[src/stq_pkg.sv]
// ----------------------------------------------------------------------------
// stq_pkg: sorted timer queue shared definitions
// Sizes, command and status codes, store request and cell types.
// ----------------------------------------------------------------------------
package stq_pkg;

    localparam int TIMERS      = 16;
    localparam int TIME_BITS   = 32;
    localparam int TAG_BITS    = 16;
    localparam int HANDLES     = 16;
    localparam int HANDLE_BITS = 4;
    localparam int MAX_RESULTS = 16;

    localparam int IDX_W = (TIMERS > 1) ? $clog2(TIMERS) : 1;
    localparam int CNT_W = $clog2(TIMERS + 1);
    localparam int POP_W = $clog2(MAX_RESULTS + 1);

    localparam logic [1:0] CMD_ADD    = 2'd0;
    localparam logic [1:0] CMD_DELETE = 2'd1;
    localparam logic [1:0] CMD_ADJUST = 2'd2;
    localparam logic [1:0] CMD_TICK   = 2'd3;

    localparam logic [1:0] ST_OK       = 2'd0;
    localparam logic [1:0] ST_IN_USE   = 2'd1;
    localparam logic [1:0] ST_NOT_USED = 2'd2;

    typedef enum logic [1:0] {
        OP_NONE = 2'd0,
        OP_INS  = 2'd1,
        OP_REM  = 2'd2
    } store_op_t;

    typedef struct packed {
        logic [TIME_BITS-1:0]   expire;
        logic [TAG_BITS-1:0]    tag;
        logic [HANDLE_BITS-1:0] handle;
    } cell_t;

    typedef struct packed {
        store_op_t  op;
        logic [IDX_W-1:0] pos;
        cell_t      entry;
    } store_req_t;

    typedef struct packed {
        logic le;   // cell expiry <= operand time
        logic eq;   // cell handle == operand handle
    } cmp_res_t;

endpackage

[src/stq_store.sv]
// ----------------------------------------------------------------------------
// stq_store: ordered timer cell store
// Cells packed from index 0; insert shifts up, remove shifts down.
// ----------------------------------------------------------------------------
module stq_store import stq_pkg::*;
(
    input  logic             clk,
    input  logic             rst_n,
    input  store_req_t       req,
    input  logic [IDX_W-1:0] rd_idx,
    output cell_t            rd_cell,
    output logic [CNT_W-1:0] count
);

    cell_t            cell_reg  [TIMERS];
    cell_t            cell_next [TIMERS];
    logic [CNT_W-1:0] count_reg;
    logic [CNT_W-1:0] count_next;

    always_comb
    begin
        for (int i = 0; i < TIMERS; i++)
        begin
            cell_next[i] = cell_reg[i];
        end
        count_next = count_reg;
        case (req.op)
            OP_INS:
            begin
                for (int i = 1; i < TIMERS; i++)
                begin
                    if (IDX_W'(i) > req.pos)
                    begin
                        cell_next[i] = cell_reg[i-1];
                    end
                end
                for (int i = 0; i < TIMERS; i++)
                begin
                    if (IDX_W'(i) == req.pos)
                    begin
                        cell_next[i] = req.entry;
                    end
                end
                count_next = count_reg + CNT_W'(1);
            end
            OP_REM:
            begin
                for (int i = 0; i < TIMERS - 1; i++)
                begin
                    if (IDX_W'(i) >= req.pos)
                    begin
                        cell_next[i] = cell_reg[i+1];
                    end
                end
                count_next = count_reg - CNT_W'(1);
            end
            default:
            begin
                count_next = count_reg;
            end
        endcase
    end

    always_comb
    begin
        rd_cell = '0;
        for (int i = 0; i < TIMERS; i++)
        begin
            if (IDX_W'(i) == rd_idx)
            begin
                rd_cell = cell_reg[i];
            end
        end
    end

    always_ff @(posedge clk)
    begin
        for (int i = 0; i < TIMERS; i++)
        begin
            cell_reg[i] <= cell_next[i];
        end
    end

    always_ff @(posedge clk or negedge rst_n)
    begin
        if (!rst_n)
        begin
            count_reg <= '0;
        end
        else
        begin
            count_reg <= count_next;
        end
    end

    assign count = count_reg;

endmodule

[src/stq_cmp.sv]
// ----------------------------------------------------------------------------
// stq_cmp: shared compare unit
// One time compare and one handle match, reused by every scan step.
// ----------------------------------------------------------------------------
module stq_cmp import stq_pkg::*;
(
    input  cell_t                  entry,
    input  logic [TIME_BITS-1:0]   op_time,
    input  logic [HANDLE_BITS-1:0] op_handle,
    output cmp_res_t               res
);

    assign res.le = (entry.expire <= op_time);
    assign res.eq = (entry.handle == op_handle);

endmodule

[src/stq_seq.sv]
// ----------------------------------------------------------------------------
// stq_seq: command sequencer
// Walks the store one cell per cycle through the shared compare unit,
// issues insert and remove requests and registers each result word.
// ----------------------------------------------------------------------------
module stq_seq import stq_pkg::*;
(
    input  logic                   clk,
    input  logic                   rst_n,
    input  logic                   start,
    input  logic [1:0]             command,
    input  logic [HANDLE_BITS-1:0] handle,
    input  logic [TIME_BITS-1:0]   expire,
    input  logic [TAG_BITS-1:0]    client_tag,
    input  logic [TIME_BITS-1:0]   now,
    output logic                   busy,
    input  cell_t                  rd_cell,
    input  logic [CNT_W-1:0]       count,
    input  cmp_res_t               cmp,
    output logic [IDX_W-1:0]       rd_idx,
    output logic [TIME_BITS-1:0]   op_time,
    output logic [HANDLE_BITS-1:0] op_handle,
    output store_req_t             req,
    output logic                   done,
    output logic [1:0]             status,
    output logic                   expired_valid,
    output logic [HANDLE_BITS-1:0] expired_handle,
    output logic [TAG_BITS-1:0]    expired_tag,
    output logic                   last
);

    typedef enum logic [3:0] {
        S_IDLE = 4'b0001,
        S_SCAN = 4'b0010,
        S_FIND = 4'b0100,
        S_POP  = 4'b1000
    } state_t;

    state_t                 state_reg, state_next;
    logic [1:0]             cmd_reg, cmd_next;
    logic [HANDLE_BITS-1:0] handle_reg, handle_next;
    logic [TIME_BITS-1:0]   time_reg, time_next;
    logic [TAG_BITS-1:0]    tag_reg, tag_next;
    logic [CNT_W-1:0]       idx_reg, idx_next;
    logic [POP_W-1:0]       pop_cnt_reg, pop_cnt_next;
    logic                   pend_reg, pend_next;
    logic [HANDLE_BITS-1:0] pend_handle_reg, pend_handle_next;
    logic [TAG_BITS-1:0]    pend_tag_reg, pend_tag_next;
    logic [HANDLES-1:0]     in_use_reg, in_use_next;

    logic                   done_reg, done_next;
    logic [1:0]             status_reg, status_next;
    logic                   xv_reg, xv_next;
    logic [HANDLE_BITS-1:0] xh_reg, xh_next;
    logic [TAG_BITS-1:0]    xt_reg, xt_next;
    logic                   last_reg, last_next;

    logic full;
    logic pop;

    assign full = (count == CNT_W'(TIMERS));
    assign pop  = (count != '0) && cmp.le && (pop_cnt_reg != POP_W'(MAX_RESULTS));

    assign rd_idx    = (state_reg == S_POP) ? '0 : idx_reg[IDX_W-1:0];
    assign op_time   = time_reg;
    assign op_handle = handle_reg;
    assign busy      = (state_reg != S_IDLE);

    always_comb
    begin
        state_next       = state_reg;
        cmd_next         = cmd_reg;
        handle_next      = handle_reg;
        time_next        = time_reg;
        tag_next         = tag_reg;
        idx_next         = idx_reg;
        pop_cnt_next     = pop_cnt_reg;
        pend_next        = pend_reg;
        pend_handle_next = pend_handle_reg;
        pend_tag_next    = pend_tag_reg;
        in_use_next      = in_use_reg;

        done_next   = 1'b0;
        status_next = status_reg;
        xv_next     = xv_reg;
        xh_next     = xh_reg;
        xt_next     = xt_reg;
        last_next   = last_reg;

        req.op           = OP_NONE;
        req.pos          = idx_reg[IDX_W-1:0];
        req.entry.expire = time_reg;
        req.entry.tag    = tag_reg;
        req.entry.handle = handle_reg;

        case (state_reg)
            S_IDLE:
            begin
                if (start)
                begin
                    cmd_next     = command;
                    handle_next  = handle;
                    time_next    = (command == CMD_TICK) ? now : expire;
                    tag_next     = client_tag;
                    idx_next     = '0;
                    pop_cnt_next = '0;
                    pend_next    = 1'b0;
                    // rejected commands answer right away
                    done_next    = 1'b0;
                    xv_next      = 1'b0;
                    xh_next      = '0;
                    xt_next      = '0;
                    last_next    = 1'b1;
                    case (command)
                        CMD_ADD:
                        begin
                            if (in_use_reg[handle] || full)
                            begin
                                done_next   = 1'b1;
                                status_next = ST_IN_USE;
                            end
                            else
                            begin
                                state_next = S_SCAN;
                            end
                        end
                        CMD_DELETE, CMD_ADJUST:
                        begin
                            if (!in_use_reg[handle])
                            begin
                                done_next   = 1'b1;
                                status_next = ST_NOT_USED;
                            end
                            else
                            begin
                                state_next = S_FIND;
                            end
                        end
                        CMD_TICK:
                        begin
                            state_next = S_POP;
                        end
                        default:
                        begin
                            state_next = S_IDLE;
                        end
                    endcase
                end
            end

            S_SCAN:
            begin
                // step past every cell with expiry <= new expiry
                if ((idx_reg < count) && cmp.le)
                begin
                    idx_next = idx_reg + CNT_W'(1);
                end
                else
                begin
                    req.op                  = OP_INS;
                    in_use_next[handle_reg] = 1'b1;
                    done_next               = 1'b1;
                    status_next             = ST_OK;
                    xv_next                 = 1'b0;
                    xh_next                 = '0;
                    xt_next                 = '0;
                    last_next               = 1'b1;
                    state_next              = S_IDLE;
                end
            end

            S_FIND:
            begin
                if (idx_reg >= count)
                begin
                    done_next   = 1'b1;
                    status_next = ST_NOT_USED;
                    xv_next     = 1'b0;
                    xh_next     = '0;
                    xt_next     = '0;
                    last_next   = 1'b1;
                    state_next  = S_IDLE;
                end
                else if (cmp.eq)
                begin
                    req.op = OP_REM;
                    if (cmd_reg == CMD_DELETE)
                    begin
                        in_use_next[handle_reg] = 1'b0;
                        done_next               = 1'b1;
                        status_next             = ST_OK;
                        xv_next                 = 1'b0;
                        xh_next                 = '0;
                        xt_next                 = '0;
                        last_next               = 1'b1;
                        state_next              = S_IDLE;
                    end
                    else
                    begin
                        // adjust keeps the old tag and re-inserts
                        tag_next   = rd_cell.tag;
                        idx_next   = '0;
                        state_next = S_SCAN;
                    end
                end
                else
                begin
                    idx_next = idx_reg + CNT_W'(1);
                end
            end

            S_POP:
            begin
                // a popped timer is held in the pend registers so its last flag is known
                if (pop)
                begin
                    req.op                      = OP_REM;
                    req.pos                     = '0;
                    in_use_next[rd_cell.handle] = 1'b0;
                    pop_cnt_next                = pop_cnt_reg + POP_W'(1);
                    pend_next                   = 1'b1;
                    pend_handle_next            = rd_cell.handle;
                    pend_tag_next               = rd_cell.tag;
                    if (pend_reg)
                    begin
                        done_next   = 1'b1;
                        status_next = ST_OK;
                        xv_next     = 1'b1;
                        xh_next     = pend_handle_reg;
                        xt_next     = pend_tag_reg;
                        last_next   = 1'b0;
                    end
                end
                else
                begin
                    done_next   = 1'b1;
                    status_next = ST_OK;
                    xv_next     = pend_reg;
                    xh_next     = pend_reg ? pend_handle_reg : '0;
                    xt_next     = pend_reg ? pend_tag_reg : '0;
                    last_next   = 1'b1;
                    pend_next   = 1'b0;
                    state_next  = S_IDLE;
                end
            end

            default:
            begin
                state_next = S_IDLE;
            end
        endcase
    end

    always_ff @(posedge clk or negedge rst_n)
    begin
        if (!rst_n)
        begin
            state_reg   <= S_IDLE;
            in_use_reg  <= '0;
            pend_reg    <= 1'b0;
            pop_cnt_reg <= '0;
            idx_reg     <= '0;
            done_reg    <= 1'b0;
        end
        else
        begin
            state_reg   <= state_next;
            in_use_reg  <= in_use_next;
            pend_reg    <= pend_next;
            pop_cnt_reg <= pop_cnt_next;
            idx_reg     <= idx_next;
            done_reg    <= done_next;
        end
    end

    always_ff @(posedge clk)
    begin
        cmd_reg         <= cmd_next;
        handle_reg      <= handle_next;
        time_reg        <= time_next;
        tag_reg         <= tag_next;
        pend_handle_reg <= pend_handle_next;
        pend_tag_reg    <= pend_tag_next;
        status_reg      <= status_next;
        xv_reg          <= xv_next;
        xh_reg          <= xh_next;
        xt_reg          <= xt_next;
        last_reg        <= last_next;
    end

    assign done           = done_reg;
    assign status         = status_reg;
    assign expired_valid  = xv_reg;
    assign expired_handle = xh_reg;
    assign expired_tag    = xt_reg;
    assign last           = last_reg;

endmodule

[src/sorted_timer_queue_core.sv]
// A rejected add/delete/adjust answers in the cycle after start. Add scans past the cells
// ahead of it, delete walks to the match, adjust walks to the match and then rescans.
// Tick with k due timers gives k words (one if none is due), on done in consecutive
// cycles. One command at a time; the store walk goes one cell per cycle through the
// shared compare unit. Results cannot be stalled.
// Reset (async, active low) empties the store and frees all handles at once.
// ----------------------------------------------------------------------------
// sorted_timer_queue_core: ascending sorted timer list
// Add, delete, adjust and tick commands over an expiry-ordered cell store.
// ----------------------------------------------------------------------------
module sorted_timer_queue_core import stq_pkg::*;
(
    input  logic                   clk,
    input  logic                   rst_n,
    input  logic                   start,
    output logic                   busy,
    input  logic [1:0]             command,
    input  logic [HANDLE_BITS-1:0] handle,
    input  logic [TIME_BITS-1:0]   expire,
    input  logic [TAG_BITS-1:0]    client_tag,
    input  logic [TIME_BITS-1:0]   now,
    output logic                   done,
    output logic [1:0]             status,
    output logic                   expired_valid,
    output logic [HANDLE_BITS-1:0] expired_handle,
    output logic [TAG_BITS-1:0]    expired_tag,
    output logic                   last
);

    cell_t                  rd_cell;
    logic [CNT_W-1:0]       count;
    logic [IDX_W-1:0]       rd_idx;
    logic [TIME_BITS-1:0]   op_time;
    logic [HANDLE_BITS-1:0] op_handle;
    store_req_t             req;
    cmp_res_t               cmp;

    stq_store u_store
    (
        .clk     (clk),
        .rst_n   (rst_n),
        .req     (req),
        .rd_idx  (rd_idx),
        .rd_cell (rd_cell),
        .count   (count)
    );

    stq_cmp u_cmp
    (
        .entry     (rd_cell),
        .op_time   (op_time),
        .op_handle (op_handle),
        .res       (cmp)
    );

    stq_seq u_seq
    (
        .clk            (clk),
        .rst_n          (rst_n),
        .start          (start),
        .command        (command),
        .handle         (handle),
        .expire         (expire),
        .client_tag     (client_tag),
        .now            (now),
        .busy           (busy),
        .rd_cell        (rd_cell),
        .count          (count),
        .cmp            (cmp),
        .rd_idx         (rd_idx),
        .op_time        (op_time),
        .op_handle      (op_handle),
        .req            (req),
        .done           (done),
        .status         (status),
        .expired_valid  (expired_valid),
        .expired_handle (expired_handle),
        .expired_tag    (expired_tag),
        .last           (last)
    );

`ifndef SYNTHESIS
    a_count_bound: assert property (@(posedge clk) disable iff (!rst_n)
        count <= CNT_W'(TIMERS))
        else $error("timer count exceeds store size");

    a_pop_burst: assert property (@(posedge clk) disable iff (!rst_n)
        (done && !last) |=> (done && expired_valid))
        else $error("expired word burst broken");

    a_tick_busy: assert property (@(posedge clk) disable iff (!rst_n)
        (start && !busy && command == CMD_TICK) |=> busy)
        else $error("tick did not enter pop sequence");

    a_no_insert_full: assert property (@(posedge clk) disable iff (!rst_n)
        (req.op == OP_INS) |-> (count != CNT_W'(TIMERS)))
        else $error("insert into full store");
`endif

endmodule
[config.mk]
export PLATFORM = sky130hd
export DESIGN_NAME = sorted_timer_queue_core
export DESIGN_NICKNAME = d
export VERILOG_FILES = /design/src/stq_pkg.sv /design/src/stq_store.sv /design/src/stq_cmp.sv /design/src/stq_seq.sv /design/src/sorted_timer_queue_core.sv
export SDC_FILE = /design/constraint.sdc
export NUM_CORES = 2
export LEC_CHECK = 0
export ABC_AREA = 1
export BUFFER_PORTS_ARGS = -buffer_cell sky130_fd_sc_hd__buf_2
export CAP_MARGIN = 30
export CORE_MARGIN = 2
export CORE_UTILIZATION = 45
export CTS_CLUSTER_DIAMETER = 100
export DETAILED_ROUTE_END_ITERATION = 6
export SETUP_SLACK_MARGIN = 0.5
export SLEW_MARGIN = 20
export SYNTH_ARGS = -nofsm -noshare
export SYNTH_HDL_FRONTEND = slang
export SYNTH_SLANG_ARGS = --single-unit
export TNS_END_PERCENT = 5
[constraint.sdc]
create_clock -name clk -period 10.3 [get_ports clk]
set_input_delay 2.06 -clock clk [delete_from_list [all_inputs] [get_ports clk]]
set_output_delay 2.06 -clock clk [all_outputs]
set_load 0.005 [all_outputs]
==> metrics.csv <==
metric;value;unit
grt.overflow.total;0;
max-slew-margin-rel;20.1;%
cts_tree;done;
violations;DRC;
start_util;45.4;%
final-max-slew-violation-count;0;
r2r-end;u_store.cell_reg[0][372]$_DFFE_PP_;
wire_per_inst;24.4;microns
dr_total_vias;48500;
totalNegativeSetupSlack;0;ns
first_global_vias;44700;
finalHoldViolCount;0;
cp_slowest_cell;nand2_2;
rsz0062_at_grt;false;
crit_end;u_store.cell_reg[0][372]$_DFFE_PP_;
ir_drop;0.395;mV
final_util;50.1;%
critPathMostFrequentCell;nand2_1;
hp-class;flop to flop;
drtIter0Drc;7530;
r2r-start;u_seq.state_reg[0]$_DFFE_PN1P_;
clk_path_buf_depth;3;
die-area;124000;sq um
final_area;60100;sq um
cts_buffers;106;
yosys.area.top_type_share;51.3;%
synth-seq-area-share;53.0;%
worstPathMaxFanout;39;
r2r_slack;1.52;ns
layout_common_cells;1685 x o21ai_0, 930 x edfxtp_1, 898 x inv_1;
r2r.worst_path.cells;36;
place_area;56600;sq um
viasPerCell;6.06;
grt_max_degree;229;
cp-startpoint;u_seq.state_reg[0]$_DFFE_PN1P_;
outcome;finished with violations;
path_clk_slew;0.06;ns
synthArstFlopShare;3.83;%
die_h;352;microns
crit_required;10.71;ns
die_w;352;microns
syn-num-nets;6610;
seqPwrFrac;42.6;%
syn_area;54400;sq um
clock.fmax;114;MHz
post_cts_buffers;0;
synth_area_per_cell;8.41;sq um
synth_area_leader_cell;edfxtp_1;
cp_slowest_stage_delay;0.67;ns
yosysWarnings;0;
port_buffers;114;
cts.sinks;967;
synth_area_leaders;edfxtp_1 51%, o21ai_0 16%, a21oi_1 7.6%;
worstSetupStartpointType;flop;
power_density;250;nW/um^2
p_int;0.00926;W
cp_data_arrival_time;9.18;ns
synth_cells;6472;
root_buffer;clkbuf_16;
combPwrFrac;31.7;%
rows;127;
switchingPower;0.00577;W
synthToLayoutAreaGrowth;10.4;%
place.gp.congestion;0.879;
cts_resized;0;
cap_viol_max_count;0;
grt_pass1_wl;288000;microns
detail-route-antenna-nets;0;
path_class;flop to flop;
ctsHoldBuffers;0;
largest_reg_flops;832;
tightest_slew;1.20;ns
final_common_cell;o21ai_0;
clockPowerShare;25.6;%
nets;6440;
netSwitchingFraction;38.4;%
antenna_found_initial;4;
ys_ff_latch;967;
power;0.0150;W
drive_gt1_share;7.39;%
dpl.hpwl;119000;microns
synthFlopType;edfxtp_1;
clk-insertion-delay-late;0.72;ns
firstDrtPassIters;7;
synth_cell_types;53;
pin_count;115;
coreArea;120000;sq um
post-route-min-period;8.78;ns
setup_viol;0;
track_usage;30.9;%
routed_wl;195000;microns
endpoint_kind;flop;
synth_edf_count;930;
drc;23;
htree_levels;3;
final.setup_skew;0.0356;ns
worst_hold_slack;0.517;ns
fin_crit_sh;85.2;%
cellLeakagePower;23.3;nW
## metal layers
metal  global-route usage (%)  wire, microns
met1                     44.3          80800
met2                     46.4          83900
met3                     6.93          23800
met4                     9.83           6490
met5                        0             33
## cell type report
type                            instances  area [sq um]
Antenna cell                            1          2.50
Clock buffer                          132          2860
Clock inverter                         64           539
Fill cell                           11400         59900
Inverter                              919          3460
Multi-Input combinational cell       4081         20500
Sequential cell                       967         28900
Tap cell                             1612          2020
Timing Repair Buffer                  227          1780
## cell families (layout without fill, tap and decap cells)
logic type,after synthesis,in the layout,synth area share [%]
muxes,1,1,0.0184
DFF,967,967,53.0
xor gates and xnor gates,4,4,0.0644
and+or+nand+nor,1320,1320,9.92
buffers and inverters,1424,1342,9.95
adders and majority gates,49,49,1.14
other,0,1,0
AOI/OAI and AO/OA,2707,2707,25.9
## cell usage after synthesis, drive strengths merged, types with 2 or more instances
| master | instances |
|---|---|
| a2111oi | 16 |
| a211oi | 2 |
| a21o | 2 |
| a21oi | 822 |
| a221oi | 4 |
| a31oi | 5 |
| buf | 75 |
| clkbuf | 430 |
| dfrtp | 36 |
| edfxtp | 930 |
| ha | 48 |
| inv | 918 |
| nand2 | 829 |
| nand3 | 85 |
| nand4 | 52 |
| nor2 | 308 |
| nor3 | 27 |
| nor4 | 12 |
| o2111ai | 40 |
| o211ai | 13 |
| o21a | 2 |
| o21ai | 1698 |
| o221ai | 41 |
| o22ai | 55 |
| o31ai | 3 |
| or2 | 3 |
| xor2 | 3 |
## through the flow
stage,cells,setup slack (ns)
floorplan,6472,1.08
global placement,7801,1.83
detailed placement,7804,1.75
CTS,8000,1.73
global route,8002,1.08
finish,8003,1.52
## power groups by stage
stage	Clock [W]	Sequential, W	Combinational (W)
floorplan	0	0.00618	0.00302
global placement	0	0.00643	0.00457
detailed placement	0	0.00644	0.00465
CTS	0.00388	0.00637	0.00466
global route	0.00402	0.00648	0.00523
finish	0.00385	0.00641	0.00477
## worst max-delay path: cells and delay by family (launching register included)
family,cells,cell delay (ns)
compound gates,14,2.51
simple gates,14,2.50
buf+inv,6,2.14
fa+ha+maj,2,0.68
flops,1,0.58
## worst min-delay path by stage
stage | start | to | depth (start not counted)
floorplan | u_seq.in_use_reg[13]$_DFFE_PN0P_ | u_seq.in_use_reg[13]$_DFFE_PN0P_ | 2
global route | u_store.count[4]$_DFFE_PN0P_ | u_store.count[4]$_DFFE_PN0P_ | 1
CTS | u_seq.in_use_reg[13]$_DFFE_PN0P_ | u_seq.in_use_reg[13]$_DFFE_PN0P_ | 2
finish | u_seq.state_reg[0]$_DFFE_PN1P_ | u_seq.state_reg[0]$_DFFE_PN1P_ | 2
detailed placement | u_seq.in_use_reg[13]$_DFFE_PN0P_ | u_seq.in_use_reg[13]$_DFFE_PN0P_ | 2
global placement | u_seq.in_use_reg[13]$_DFFE_PN0P_ | u_seq.in_use_reg[13]$_DFFE_PN0P_ | 2
Note: power is estimated with default switching activity, not from simulation.
